===== src/design/dwe_pkg.sv =====
package dwe_pkg;

	// Default pulse count width
	localparam int COUNT_BITS_DEF = 16;

	// APB register map
	localparam int APB_ADDR_BITS = 5;
	localparam int APB_DATA_BITS = 32;

	typedef enum logic [2:0] {
		REG_LOW_BATTERY_LEVEL  = 3'd0,
		REG_LOW_BATTERY_REPEAT = 3'd1,
		REG_THRESHOLD_FLOOR    = 3'd2,
		REG_THRESHOLD_CEILING  = 3'd3,
		REG_METER_CENTER       = 3'd4
	} reg_idx_t;

	// Register reset values
	localparam logic [7:0] LOW_BATTERY_LEVEL_RST  = 8'd200;
	localparam logic [9:0] LOW_BATTERY_REPEAT_RST = 10'd1000;
	localparam logic [6:0] THRESHOLD_FLOOR_RST    = 7'd2;
	localparam logic [6:0] THRESHOLD_CEILING_RST  = 7'd125;
	localparam logic [7:0] METER_CENTER_RST       = 8'd127;

	// Evaluator state reset values
	localparam int         BASELINE_RST  = 127;
	localparam logic [6:0] THRESHOLD_RST = 7'd2;

	// Deviation clamp limits
	localparam int DEV_MIN = -127;
	localparam int DEV_MAX = 128;

	typedef enum logic [1:0] {
		TONE_SILENT = 2'd0,
		TONE_FAST   = 2'd1,
		TONE_SLOW   = 2'd2
	} tone_t;

	typedef struct packed {
		logic [7:0] low_battery_level;
		logic [9:0] low_battery_repeat;
		logic [6:0] threshold_floor;
		logic [6:0] threshold_ceiling;
		logic [7:0] meter_center;
	} cfg_t;

	typedef struct packed {
		logic [7:0] meter_duty;
		tone_t      tone_mode;
		logic       detect_led;
		logic       low_battery_alarm;
		logic       sensor_error;
		logic [6:0] active_threshold;
	} result_t;

endpackage


===== src/design/dwe_if.sv =====
// Window summary channel
interface dwe_win_if #(
	parameter int COUNT_BITS = dwe_pkg::COUNT_BITS_DEF
);
	logic                  valid;
	logic                  ready;
	logic [COUNT_BITS-1:0] count_first;
	logic [COUNT_BITS-1:0] count_second;
	logic                  low_sensitivity;
	logic                  zero_request;
	logic [6:0]            threshold_raw;
	logic [7:0]            battery_level;

	modport source (
		output valid, count_first, count_second, low_sensitivity, zero_request,
			threshold_raw, battery_level,
		input ready
	);
	modport sink (
		input valid, count_first, count_second, low_sensitivity, zero_request,
			threshold_raw, battery_level,
		output ready
	);
endinterface

// Evaluation result channel
interface dwe_res_if;
	logic       valid;
	logic       ready;
	logic [7:0] meter_duty;
	logic [1:0] tone_mode;
	logic       detect_led;
	logic       low_battery_alarm;
	logic       sensor_error;
	logic [6:0] active_threshold;

	modport source (
		output valid, meter_duty, tone_mode, detect_led, low_battery_alarm,
			sensor_error, active_threshold,
		input ready
	);
	modport sink (
		input valid, meter_duty, tone_mode, detect_led, low_battery_alarm,
			sensor_error, active_threshold,
		output ready
	);
endinterface


===== src/design/dwe_regs.sv =====
module dwe_regs (
	input  logic                                clk,
	input  logic                                arst_n,
	input  logic                                psel,
	input  logic                                penable,
	input  logic                                pwrite,
	input  logic [dwe_pkg::APB_ADDR_BITS-1:0]   paddr,
	input  logic [dwe_pkg::APB_DATA_BITS-1:0]   pwdata,
	output logic [dwe_pkg::APB_DATA_BITS-1:0]   prdata,
	output logic                                pready,
	output dwe_pkg::cfg_t                       cfg
);

	dwe_pkg::cfg_t cfg_q;
	logic [2:0]    idx;
	logic          wr_en;

	assign pready = 1'b1;
	assign idx    = paddr[4:2];
	assign wr_en  = psel && penable && pwrite;
	assign cfg    = cfg_q;

	// Register writes on the access phase
	always_ff @(posedge clk or negedge arst_n) begin
		if (!arst_n) begin
			cfg_q.low_battery_level  <= dwe_pkg::LOW_BATTERY_LEVEL_RST;
			cfg_q.low_battery_repeat <= dwe_pkg::LOW_BATTERY_REPEAT_RST;
			cfg_q.threshold_floor    <= dwe_pkg::THRESHOLD_FLOOR_RST;
			cfg_q.threshold_ceiling  <= dwe_pkg::THRESHOLD_CEILING_RST;
			cfg_q.meter_center       <= dwe_pkg::METER_CENTER_RST;
		end else if (wr_en) begin
			case (idx)
				dwe_pkg::REG_LOW_BATTERY_LEVEL:  cfg_q.low_battery_level  <= pwdata[7:0];
				dwe_pkg::REG_LOW_BATTERY_REPEAT: cfg_q.low_battery_repeat <= pwdata[9:0];
				dwe_pkg::REG_THRESHOLD_FLOOR:    cfg_q.threshold_floor    <= pwdata[6:0];
				dwe_pkg::REG_THRESHOLD_CEILING:  cfg_q.threshold_ceiling  <= pwdata[6:0];
				dwe_pkg::REG_METER_CENTER:       cfg_q.meter_center       <= pwdata[7:0];
				default: ;
			endcase
		end
	end

	// Read mux
	always_comb begin
		prdata = '0;
		case (idx)
			dwe_pkg::REG_LOW_BATTERY_LEVEL:  prdata[7:0] = cfg_q.low_battery_level;
			dwe_pkg::REG_LOW_BATTERY_REPEAT: prdata[9:0] = cfg_q.low_battery_repeat;
			dwe_pkg::REG_THRESHOLD_FLOOR:    prdata[6:0] = cfg_q.threshold_floor;
			dwe_pkg::REG_THRESHOLD_CEILING:  prdata[6:0] = cfg_q.threshold_ceiling;
			dwe_pkg::REG_METER_CENTER:       prdata[7:0] = cfg_q.meter_center;
			default: prdata = '0;
		endcase
	end

endmodule


===== src/design/dwe_eval.sv =====
module dwe_eval #(
	parameter int COUNT_BITS = dwe_pkg::COUNT_BITS_DEF
) (
	input  logic                  clk,
	input  logic                  arst_n,
	input  logic                  advance,
	input  dwe_pkg::cfg_t         cfg,
	input  logic [COUNT_BITS-1:0] count_first,
	input  logic [COUNT_BITS-1:0] count_second,
	input  logic                  low_sensitivity,
	input  logic                  zero_request,
	input  logic [6:0]            threshold_raw,
	input  logic [7:0]            battery_level,
	output dwe_pkg::result_t      result
);

	localparam int DW = COUNT_BITS + 2;
	localparam logic signed [DW-1:0] DEV_LO = DW'(dwe_pkg::DEV_MIN);
	localparam logic signed [DW-1:0] DEV_HI = DW'(dwe_pkg::DEV_MAX);

	logic signed [COUNT_BITS:0] baseline_q;
	logic [6:0]                 held_q;
	logic [6:0]                 prev_pot_q;
	logic [9:0]                 countdown_q;

	logic signed [COUNT_BITS:0] diff_raw;
	logic signed [COUNT_BITS:0] diff;
	logic signed [COUNT_BITS:0] base_eff;
	logic signed [DW-1:0]       dev_wide;
	logic signed [8:0]          dev;
	logic [7:0]                 mag;
	logic [6:0]                 gap;
	logic [6:0]                 held_mv;
	logic [6:0]                 held_fl;
	logic [6:0]                 held_nx;
	logic                       batt_low;
	logic [9:0]                 countdown_nx;
	logic                       alarm;

	// Count difference and baseline
	always_comb begin
		diff_raw = $signed({1'b0, count_first}) - $signed({1'b0, count_second});
		diff     = low_sensitivity ? (diff_raw >>> 2) : diff_raw;
		base_eff = zero_request ? diff : baseline_q;
		dev_wide = $signed({diff[COUNT_BITS], diff}) - $signed({base_eff[COUNT_BITS], base_eff});
		if (dev_wide < DEV_LO) begin
			dev = 9'(dwe_pkg::DEV_MIN);
		end else if (dev_wide > DEV_HI) begin
			dev = 9'(dwe_pkg::DEV_MAX);
		end else begin
			dev = dev_wide[8:0];
		end
		mag = dev[8] ? 8'(-dev) : dev[7:0];
	end

	// Threshold tracking with hysteresis and clamping
	always_comb begin
		gap     = (threshold_raw > prev_pot_q) ? (threshold_raw - prev_pot_q)
			: (prev_pot_q - threshold_raw);
		held_mv = (gap > 7'd1) ? threshold_raw : held_q;
		held_fl = (held_mv < cfg.threshold_floor) ? cfg.threshold_floor : held_mv;
		held_nx = (held_fl > cfg.threshold_ceiling) ? cfg.threshold_ceiling : held_fl;
	end

	// Low battery repeat counter
	always_comb begin
		batt_low     = battery_level < cfg.low_battery_level;
		alarm        = 1'b0;
		countdown_nx = cfg.low_battery_repeat;
		if (batt_low) begin
			if (countdown_q != 10'd0) begin
				countdown_nx = countdown_q - 10'd1;
			end else begin
				alarm = 1'b1;
			end
		end
	end

	// Result fields
	always_comb begin
		result.meter_duty        = cfg.meter_center + dev[7:0];
		result.detect_led        = mag > {1'b0, held_nx};
		if (!result.detect_led) begin
			result.tone_mode = dwe_pkg::TONE_SILENT;
		end else if (!dev[8] && dev != 9'sd0) begin
			result.tone_mode = dwe_pkg::TONE_FAST;
		end else begin
			result.tone_mode = dwe_pkg::TONE_SLOW;
		end
		result.low_battery_alarm = alarm;
		result.sensor_error      = (count_first == '0) || (count_second == '0);
		result.active_threshold  = held_nx;
	end

	// State update once per window
	always_ff @(posedge clk or negedge arst_n) begin
		if (!arst_n) begin
			baseline_q  <= (COUNT_BITS + 1)'(dwe_pkg::BASELINE_RST);
			held_q      <= dwe_pkg::THRESHOLD_RST;
			prev_pot_q  <= '0;
			countdown_q <= dwe_pkg::LOW_BATTERY_REPEAT_RST;
		end else if (advance) begin
			baseline_q  <= base_eff;
			held_q      <= held_nx;
			prev_pot_q  <= threshold_raw;
			countdown_q <= countdown_nx;
		end
	end

endmodule


===== src/design/detector_window_evaluator.sv =====
// A window is held in the input register, evaluated combinationally, and its result
// is registered in the result register before it is offered on the result channel.
// Throughput: one window per cycle; a stalled result register holds the input
// register, and input ready drops only when both are full.
// Reset: arst_n clears both stage valids, the evaluator state and loads the
// configuration registers with their reset values.
module detector_window_evaluator #(
	parameter int COUNT_BITS = dwe_pkg::COUNT_BITS_DEF
) (
	input  logic                              clk,
	input  logic                              arst_n,
	input  logic                              psel,
	input  logic                              penable,
	input  logic                              pwrite,
	input  logic [dwe_pkg::APB_ADDR_BITS-1:0] paddr,
	input  logic [dwe_pkg::APB_DATA_BITS-1:0] pwdata,
	output logic [dwe_pkg::APB_DATA_BITS-1:0] prdata,
	output logic                              pready,
	dwe_win_if.sink                           win,
	dwe_res_if.source                         res
);

	dwe_pkg::cfg_t    cfg;
	dwe_pkg::result_t result;
	dwe_pkg::result_t res_s2;

	logic                  valid_s1;
	logic                  valid_s2;
	logic                  advance;
	logic [COUNT_BITS-1:0] count_first_s1;
	logic [COUNT_BITS-1:0] count_second_s1;
	logic                  low_sensitivity_s1;
	logic                  zero_request_s1;
	logic [6:0]            threshold_raw_s1;
	logic [7:0]            battery_level_s1;

	dwe_regs u_regs (
		.clk     (clk),
		.arst_n  (arst_n),
		.psel    (psel),
		.penable (penable),
		.pwrite  (pwrite),
		.paddr   (paddr),
		.pwdata  (pwdata),
		.prdata  (prdata),
		.pready  (pready),
		.cfg     (cfg)
	);

	// Stage 1 moves on when the result register is free or being drained
	assign advance   = valid_s1 && (!valid_s2 || res.ready);
	assign win.ready = !valid_s1 || advance;

	// Input register
	always_ff @(posedge clk or negedge arst_n) begin
		if (!arst_n) begin
			valid_s1 <= 1'b0;
		end else if (win.ready) begin
			valid_s1 <= win.valid;
		end
	end

	always_ff @(posedge clk) begin
		if (win.valid && win.ready) begin
			count_first_s1     <= win.count_first;
			count_second_s1    <= win.count_second;
			low_sensitivity_s1 <= win.low_sensitivity;
			zero_request_s1    <= win.zero_request;
			threshold_raw_s1   <= win.threshold_raw;
			battery_level_s1   <= win.battery_level;
		end
	end

	dwe_eval #(
		.COUNT_BITS (COUNT_BITS)
	) u_eval (
		.clk             (clk),
		.arst_n          (arst_n),
		.advance         (advance),
		.cfg             (cfg),
		.count_first     (count_first_s1),
		.count_second    (count_second_s1),
		.low_sensitivity (low_sensitivity_s1),
		.zero_request    (zero_request_s1),
		.threshold_raw   (threshold_raw_s1),
		.battery_level   (battery_level_s1),
		.result          (result)
	);

	// Result register
	always_ff @(posedge clk or negedge arst_n) begin
		if (!arst_n) begin
			valid_s2 <= 1'b0;
		end else if (advance) begin
			valid_s2 <= 1'b1;
		end else if (res.ready) begin
			valid_s2 <= 1'b0;
		end
	end

	always_ff @(posedge clk) begin
		if (advance) begin
			res_s2 <= result;
		end
	end

	assign res.valid             = valid_s2;
	assign res.meter_duty        = res_s2.meter_duty;
	assign res.tone_mode         = res_s2.tone_mode;
	assign res.detect_led        = res_s2.detect_led;
	assign res.low_battery_alarm = res_s2.low_battery_alarm;
	assign res.sensor_error      = res_s2.sensor_error;
	assign res.active_threshold  = res_s2.active_threshold;

endmodule


===== src/flat_wrapper.sv =====
// flat-port wrapper written by rule: the top's interface ports become plain ports
module detector_window_evaluator_flat 
#(
	parameter int COUNT_BITS = dwe_pkg::COUNT_BITS_DEF
)
  (clk, arst_n, psel, penable, pwrite, paddr, pwdata, prdata, pready, win_valid, win_count_first, win_count_second, win_low_sensitivity, win_zero_request, win_threshold_raw, win_battery_level, win_ready, res_valid, res_meter_duty, res_tone_mode, res_detect_led, res_low_battery_alarm, res_sensor_error, res_active_threshold, res_ready);
  dwe_win_if #(.COUNT_BITS(COUNT_BITS)) win_i ();
  dwe_res_if res_i ();
  input  logic clk;
  input  logic arst_n;
  input  logic psel;
  input  logic penable;
  input  logic pwrite;
  input  logic [dwe_pkg::APB_ADDR_BITS-1:0] paddr;
  input  logic [dwe_pkg::APB_DATA_BITS-1:0] pwdata;
  output logic [dwe_pkg::APB_DATA_BITS-1:0] prdata;
  output logic pready;
  input wire logic [$bits(win_i.valid)-1:0] win_valid;
  input wire logic [$bits(win_i.count_first)-1:0] win_count_first;
  input wire logic [$bits(win_i.count_second)-1:0] win_count_second;
  input wire logic [$bits(win_i.low_sensitivity)-1:0] win_low_sensitivity;
  input wire logic [$bits(win_i.zero_request)-1:0] win_zero_request;
  input wire logic [$bits(win_i.threshold_raw)-1:0] win_threshold_raw;
  input wire logic [$bits(win_i.battery_level)-1:0] win_battery_level;
  output wire logic [$bits(win_i.ready)-1:0] win_ready;
  output wire logic [$bits(res_i.valid)-1:0] res_valid;
  output wire logic [$bits(res_i.meter_duty)-1:0] res_meter_duty;
  output wire logic [$bits(res_i.tone_mode)-1:0] res_tone_mode;
  output wire logic [$bits(res_i.detect_led)-1:0] res_detect_led;
  output wire logic [$bits(res_i.low_battery_alarm)-1:0] res_low_battery_alarm;
  output wire logic [$bits(res_i.sensor_error)-1:0] res_sensor_error;
  output wire logic [$bits(res_i.active_threshold)-1:0] res_active_threshold;
  input wire logic [$bits(res_i.ready)-1:0] res_ready;
  assign win_i.valid = win_valid;
  assign win_i.count_first = win_count_first;
  assign win_i.count_second = win_count_second;
  assign win_i.low_sensitivity = win_low_sensitivity;
  assign win_i.zero_request = win_zero_request;
  assign win_i.threshold_raw = win_threshold_raw;
  assign win_i.battery_level = win_battery_level;
  assign win_ready = win_i.ready;
  assign res_valid = res_i.valid;
  assign res_meter_duty = res_i.meter_duty;
  assign res_tone_mode = res_i.tone_mode;
  assign res_detect_led = res_i.detect_led;
  assign res_low_battery_alarm = res_i.low_battery_alarm;
  assign res_sensor_error = res_i.sensor_error;
  assign res_active_threshold = res_i.active_threshold;
  assign res_i.ready = res_ready;
  detector_window_evaluator #(.COUNT_BITS(COUNT_BITS)) u_core (.clk(clk), .arst_n(arst_n), .psel(psel), .penable(penable), .pwrite(pwrite), .paddr(paddr), .pwdata(pwdata), .prdata(prdata), .pready(pready), .win(win_i), .res(res_i));
endmodule

===== config.mk =====
export PLATFORM = sky130hd
export DESIGN_NAME = detector_window_evaluator_flat
export DESIGN_NICKNAME = d
export VERILOG_FILES = /design/src/design/dwe_pkg.sv /design/src/design/dwe_if.sv /design/src/design/dwe_regs.sv /design/src/design/dwe_eval.sv /design/src/design/detector_window_evaluator.sv /design/src/flat_wrapper.sv
export SDC_FILE = /design/constraint.sdc
export NUM_CORES = 1
export LEC_CHECK = 0
export BUFFER_PORTS_ARGS = -buffer_cell sky130_fd_sc_hd__buf_2
export CORE_ASPECT_RATIO = 0.9
export CORE_MARGIN = 2
export CORE_UTILIZATION = 60
export CTS_BUF_LIST = sky130_fd_sc_hd__clkbuf_2
export DETAILED_ROUTE_END_ITERATION = 10
export GPL_TIMING_DRIVEN = 0
export PLACE_DENSITY = 0.89
export SYNTH_ARGS = -nofsm -noshare
export SYNTH_HDL_FRONTEND = slang
export SYNTH_SLANG_ARGS = --single-unit

===== constraint.sdc =====
create_clock -name clk -period 9.7 [get_ports clk]
set_clock_uncertainty 0.1 [all_clocks]
set_input_delay 1.455 -clock clk [delete_from_list [all_inputs] [get_ports clk]]
set_output_delay 1.455 -clock clk [all_outputs]
set_load 0.1 [all_outputs]

# == After elaboration in Yosys (flattened, before gate mapping) ==
# Index checks and enable logic that the tools add are counted.
# totals
regBits,152
elab_cells,82
output_inout_bits,55
input_bits,93
# classes
n_reduce_logical,22
order_cmp,8
mux,18
eq_ne,4
addsub,7
# op_table
operator,n
one-hot mux 7 bit (5 select lines),1
zero test 16 bit,2
2-to-1 mux 7 bit,4
2-to-1 mux 10 bit,2
greater-than comparator 18 x 9 -> 1 bit (second input constant),1
less-than comparator 18 x 8 -> 1 bit (second input constant),1
2-to-1 mux 9 bit,2
subtractor 17 x 17 -> 18 bit,1
2-to-1 mux 17 bit,1
subtractor 16 x 16 -> 17 bit,1
2-to-1 mux 16 bit,1
greater-than comparator 7 bit,2
subtractor 7 bit,2
AND reduction 2 bit,5
nonzero test 10 bit,1
subtractor 10 x 1 -> 10 bit (second input constant),1
nonzero test 9 bit,1
adder 8 bit,1
greater-than comparator 8 x 7 -> 1 bit,1
less-than comparator 8 bit,1
2-to-1 mux 8 bit,1
negation 8 bit,1
greater-than comparator 7 x 1 -> 1 bit (second input constant),1
less-than comparator 7 bit,1
other kinds (11),23

# == Longest topological paths before layout ==
# logic_depth
depth_word,10
depth_mapped,45

# == Modules after synthesis ==
# From an unflattened synthesis, not the netlist that was laid out.
# unflattened
hier_cells,1161
hier_area_um2,11262.1
# modules_own_cells
mod,instances,cells_per_inst,area_per_inst_um2
dwe_eval,1,918,6971.7
detector_window_evaluator,1,77,2175.8
dwe_regs,1,166,2114.5

# == Worst setup path before layout ==
# OpenSTA, ideal clock, no wires.
# synth_path
path_type,register to register
start,reg u_core.threshold_raw_s1[4]
end,reg u_core.res_s2 (netlist bit u_core.res.detect_led) (data pin)
stages_incl_launch_ff,42
setup_time_ns,0.259
arrival_time_ns,7.596
path_buffers,4
path_slack_ns,1.745
period_less_slack_ns,7.955
cell_sequence,edfxtp_1 -> ha_1 -> clkbuf_1 -> o21ai_0 -> nand2_1 -> o21ai_0 -> a211oi_1 -> mux2_2 -> xnor2_1 -> nand4_1 -> nor2_1 -> clkbuf_1 -> nand2_1 -> o21ai_0 -> ha_1 -> a21o_1 -> a21o_1 -> a21oi_1 -> [... 6 more ...] -> o21ai_0 -> o21ai_0 -> nor2_1 -> o21bai_1 -> clkbuf_1 -> clkbuf_1 -> a21oi_1 -> ha_1 -> nor2b_1 -> o21ai_0 -> nand2b_1 -> a21oi_1 -> nor2b_1 -> o21ai_0 -> nand2b_1 -> a21oi_1 -> a41oi_1 -> or2_1
# synth_lines
item,line_no,source
start: declaration,detector_window_evaluator.sv:34,logic [6:0] threshold_raw_s1;
start signal: assignment,detector_window_evaluator.sv:69,threshold_raw_s1 <= win.threshold_raw;
end signal: assignment,detector_window_evaluator.sv:103,res_s2 <= result;
end: declaration,detector_window_evaluator.sv:25,dwe_pkg::result_t res_s2;

# == Final worst setup path ==
# layout_path
start,reg u_core.threshold_raw_s1[0]
end,reg u_core.res_s2 (netlist bit u_core.res.tone_mode[0]) (data pin)
# layout_via
elab_chain_cells,9
elab_cells_between_ends,11
classes_between,add/sub (2); order compare (5); mux (4)
# layout_rtl
item,line_no,source
subtractor 7 bit (tied with other cells),dwe_eval.sv:59,: (prev_pot_q - threshold_raw);
2-to-1 mux 7 bit,dwe_eval.sv:58,gap = (threshold_raw > prev_pot_q) ? (threshold_raw - prev_pot_q)
greater-than comparator 7 x 1 -> 1 bit,dwe_eval.sv:60,held_mv = (gap > 7'd1) ? threshold_raw : held_q;
2-to-1 mux 7 bit (*),dwe_eval.sv:60,
less-than comparator 7 bit,dwe_eval.sv:61,held_fl = (held_mv < cfg.threshold_floor) ? cfg.threshold_floor : held_mv;
2-to-1 mux 7 bit (*),dwe_eval.sv:61,
greater-than comparator 7 bit,dwe_eval.sv:62,held_nx = (held_fl > cfg.threshold_ceiling) ? cfg.threshold_ceiling : held_fl;
2-to-1 mux 7 bit (*),dwe_eval.sv:62,
greater-than comparator 8 x 7 -> 1 bit (*),dwe_eval.sv:82,"result.detect_led = mag > {1'b0, held_nx};"
# Mark *: on every way between the ends. The rest lies on a longest branch, timed or not.
# A chain may end at the register's enable or synchronous reset.

==> out/summary.txt <==
grt met1 use = 37.2%
final setup violation count = 0
crit path launch type = register
Worst Hold Depth = 2
RR Startpoint = u_core.threshold_raw_s1[0]
Skew-Pair Late Insertion Delay = 0.78 ns
Die Ht = 132 microns
clk buf depth = 2
fin. max-slew vios = 0
sequential share of power = 33.3%
DIE AREA = 19200 sq um
Peak VDD IR = 0.145 mV
GR Overflow Total = 0
Worst-Margin Slew = 0.834 ns
R2R Path End = u_core.res.tone_mode[0]
Crit Path Max Fanout = 10
worst r2r path cells = 45
Worst Setup End Kind = register
GRT met2 Usage = 48.3%
Hold Path Class = register to register
IO buf count = 100
Pwr per Cell Area = 236 nW/um^2
Via Count = 9438
vias per cell = 6.07
Slowest cell on crit path = edfxtp_1
Leakage Power = 0.00531 uW
first-pass GRT wire length = 44300 microns
minimum clock period = 9.04 ns
initial antenna violation count = 1
hold path start = u_core.u_eval.baseline_q[5]
kind of critical path = register to register
Required @ worst endpoint = 10.14 ns
Min Hold Slack = 0.399 ns
final wirelength = 27600 microns
HPWL Detailed = 21100 microns
outcome = finished, final reports clean
Setup TNS Final = 0 ns
CTS buffer count = 17
most frequent cells in the layout = 105 x buf_2, 104 x nand2_1, 99 x o21ai_0, 80 x inv_1, 77 x ha_1
Worst Hold End = u_core.u_eval.baseline_q[5]
Internal = 1490 uW
clock sink count = 152
clock power share = 12.7%
clock transition at the registers of the reported paths = 0.24 ns
number of flops mapped to enable cells by yosys = 69
final hold vios = 0
DR iter-0 viols = 902
max_slew headroom = 44.4%
Post-Syn Area = 10800 sq um
FP Rows = 46
Max-Cap Viols = 0
Pre-antenna DRT Iters = 5
largest net degree at the start of global routing = 58
synthesized area per cell = 9.35 sq um
Worst R2R Setup Slack = 0.66 ns
TritonCTS clock tree = yes
drc violations = 0
CP max stage delay = 0.47 ns
sequential fraction of the synthesis area = 38.7%
chip width = 146 microns
unrepaired setup endpoints after global routing = false
NumNets Final = 1477
dominant synthesized flop cell = edfxtp_1
Crit path arrival time = 9.48 ns
sw frac = 47.6%
share of layout cells above drive strength 1 = 20.4%
yosys warns = 0
commonest non-fill, non-tap cell in the layout = buf_2
area grow syn2layout = 10.8%
# IOs = 148
met3 Track Usage GR = 4.48%
H-tree levels = 4
wire per inst = 17.7 microns
Combinational Power Share = 53.9%
clock root cell = clkbuf_2
GRT Util Overall = 28.6%
antenna-violating nets left = 0
Placer Congestion = 0.984
gr busiest metal = met2
Initial Util = 61.4%
vias in the first global route = 9063
Core ar. = 17700 sq um
synth unique cells = 89
max frequency = 111 MHz
fraction of registers with async set/reset = 54.6%
post-synthesis cell count = 1160
Psw = 1350 uW
crit share post-route = 93.2%
most used cell, CP = a21oi_1
Seq cells post-synth = 152
==> worst max-delay path, delay by kind of cell, from the launching register on <==
family | cells | cell delay, ns
buffers and inverters | 5 | 1.03
and+or+nand+nor | 13 | 1.95
muxes | 3 | 0.65
adders and majority gates | 5 | 1.49
AOI/OAI and AO/OA | 19 | 3.11
DFF | 1 | 0.47
==> sequential cells by signal, summed over array words and instances, names as in the netlist, 2 cells and up <==
| signal | cells |
|---|---|
| u_core.u_eval.held_q | 7 |
| u_core.res.active_threshold | 7 |
| u_core.count_second_s1 | 16 |
| u_core.count_first_s1 | 16 |
| u_core.res.meter_duty | 8 |
| u_core.u_regs.cfg | 40 |
| u_core.u_eval.baseline_q | 17 |
| u_core.res.tone_mode | 2 |
| u_core.threshold_raw_s1 | 7 |
| u_core.battery_level_s1 | 8 |
| u_core.u_eval.prev_pot_q | 7 |
| u_core.u_eval.countdown_q | 10 |
==> stage by stage <==
| stage | instance area, sq um | utilization, % | cells | total power, uW | setup slack (ns) |
|---|---|---|---|---|---|
| after floorplan | 10900 | - | 1181 | 2110 | 1.75 |
| after global placement | 11700 | 66.4 | 1521 | 2390 | 0.659 |
| after detailed placement | 11800 | 66.6 | 1523 | 2450 | 0.269 |
| after CTS | 12000 | 67.9 | 1555 | 2800 | 0.258 |
| after global routing | 12000 | 68.0 | 1556 | 3010 | 0.0383 |
| final | 12000 | 68.0 | 1556 | 2840 | 0.660 |
==> cell usage after synthesis (16+ instances only) <==
library cell | instances | area share [%]
nand2_1 | 104 | 3.6
o21ai_0 | 99 | 4.6
inv_1 | 80 | 2.8
ha_1 | 77 | 8.9
a21oi_1 | 73 | 3.4
nor2_1 | 70 | 2.4
edfxtp_1 | 69 | 19
dfrtp_1 | 46 | 11
a21o_1 | 37 | 2.6
dfstp_2 | 37 | 9.0
clkbuf_1 | 34 | 1.2
mux2_2 | 34 | 3.5
buf_4 | 23 | 1.6
mux2i_1 | 23 | 2.1
xnor2_1 | 22 | 1.8
nor3_1 | 21 | 0.97
nor2b_1 | 18 | 1.0
nand3_1 | 16 | 0.74
==> power by group through the flow <==
stage / Clock, uW / Combinational [uW] / Sequential [uW]
after CTS: 361 / 1500 / 942
final: 361 / 1530 / 946
after floorplan: 0 / 1040 / 1070
after global routing: 386 / 1670 / 959
after global placement: 0 / 1440 / 950
after detailed placement: 0 / 1490 / 954
==> how the worst max path moves through the flow <==
stage | cells after the start | slack [ns] | start | end
after CTS | 42 | 0.26 | u_core.threshold_raw_s1[4] | u_core.res.tone_mode[0]
after floorplan | 41 | 1.75 | u_core.threshold_raw_s1[4] | u_core.res.detect_led
final | 45 | 0.66 | u_core.threshold_raw_s1[0] | u_core.res.tone_mode[0]
after global routing | 45 | 0.04 | u_core.threshold_raw_s1[0] | u_core.res.tone_mode[0]
after global placement | 41 | 0.66 | u_core.threshold_raw_s1[4] | u_core.res.detect_led
after detailed placement | 42 | 0.27 | u_core.threshold_raw_s1[4] | u_core.res.tone_mode[0]
==> layout make-up <==
type                            instances  area (sq um)
Multi-Input combinational cell        876          6060
Fill cell                            1361          5660
Sequential cell                       152          4200
Timing Repair Buffer                  102           551
Buffer                                 71           373
Inverter                               82           308
Tap cell                              240           300
Clock inverter                         15           138
Clock buffer                           17          85.1
Antenna cell                            1          2.50
==> cells by family after synthesis <==
| family | Yosys count | synth area share [%] |
|---|---|---|
| AOI/OAI and AO/OA | 356 | 22.0 |
| DFF | 152 | 38.7 |
| xor gates and xnor gates | 32 | 2.58 |
| other | 2 | 0.0693 |
| adders and majority gates | 83 | 9.90 |
| and+or+nand+nor | 325 | 14.9 |
| buffers and inverters | 153 | 6.23 |
| muxes | 57 | 5.65 |
==> what timing repair did <==
action,CTS,global route
endpoints found under the setup margin,0,3
endpoints found under the hold margin,0,0
setup buffers,0,0
hold buffers,0,0
resized for setup,0,7
==> per-layer routing <==
layer	wire [microns]	up-vias	part of all wire, %
met5	0	-	0
met4	721	0	2.6
met3	1460	63	5.3
met2	13500	347	49
met1	11900	4545	43
li1	-	4483	-
No activity file was read; power rests on OpenSTA's default activity.
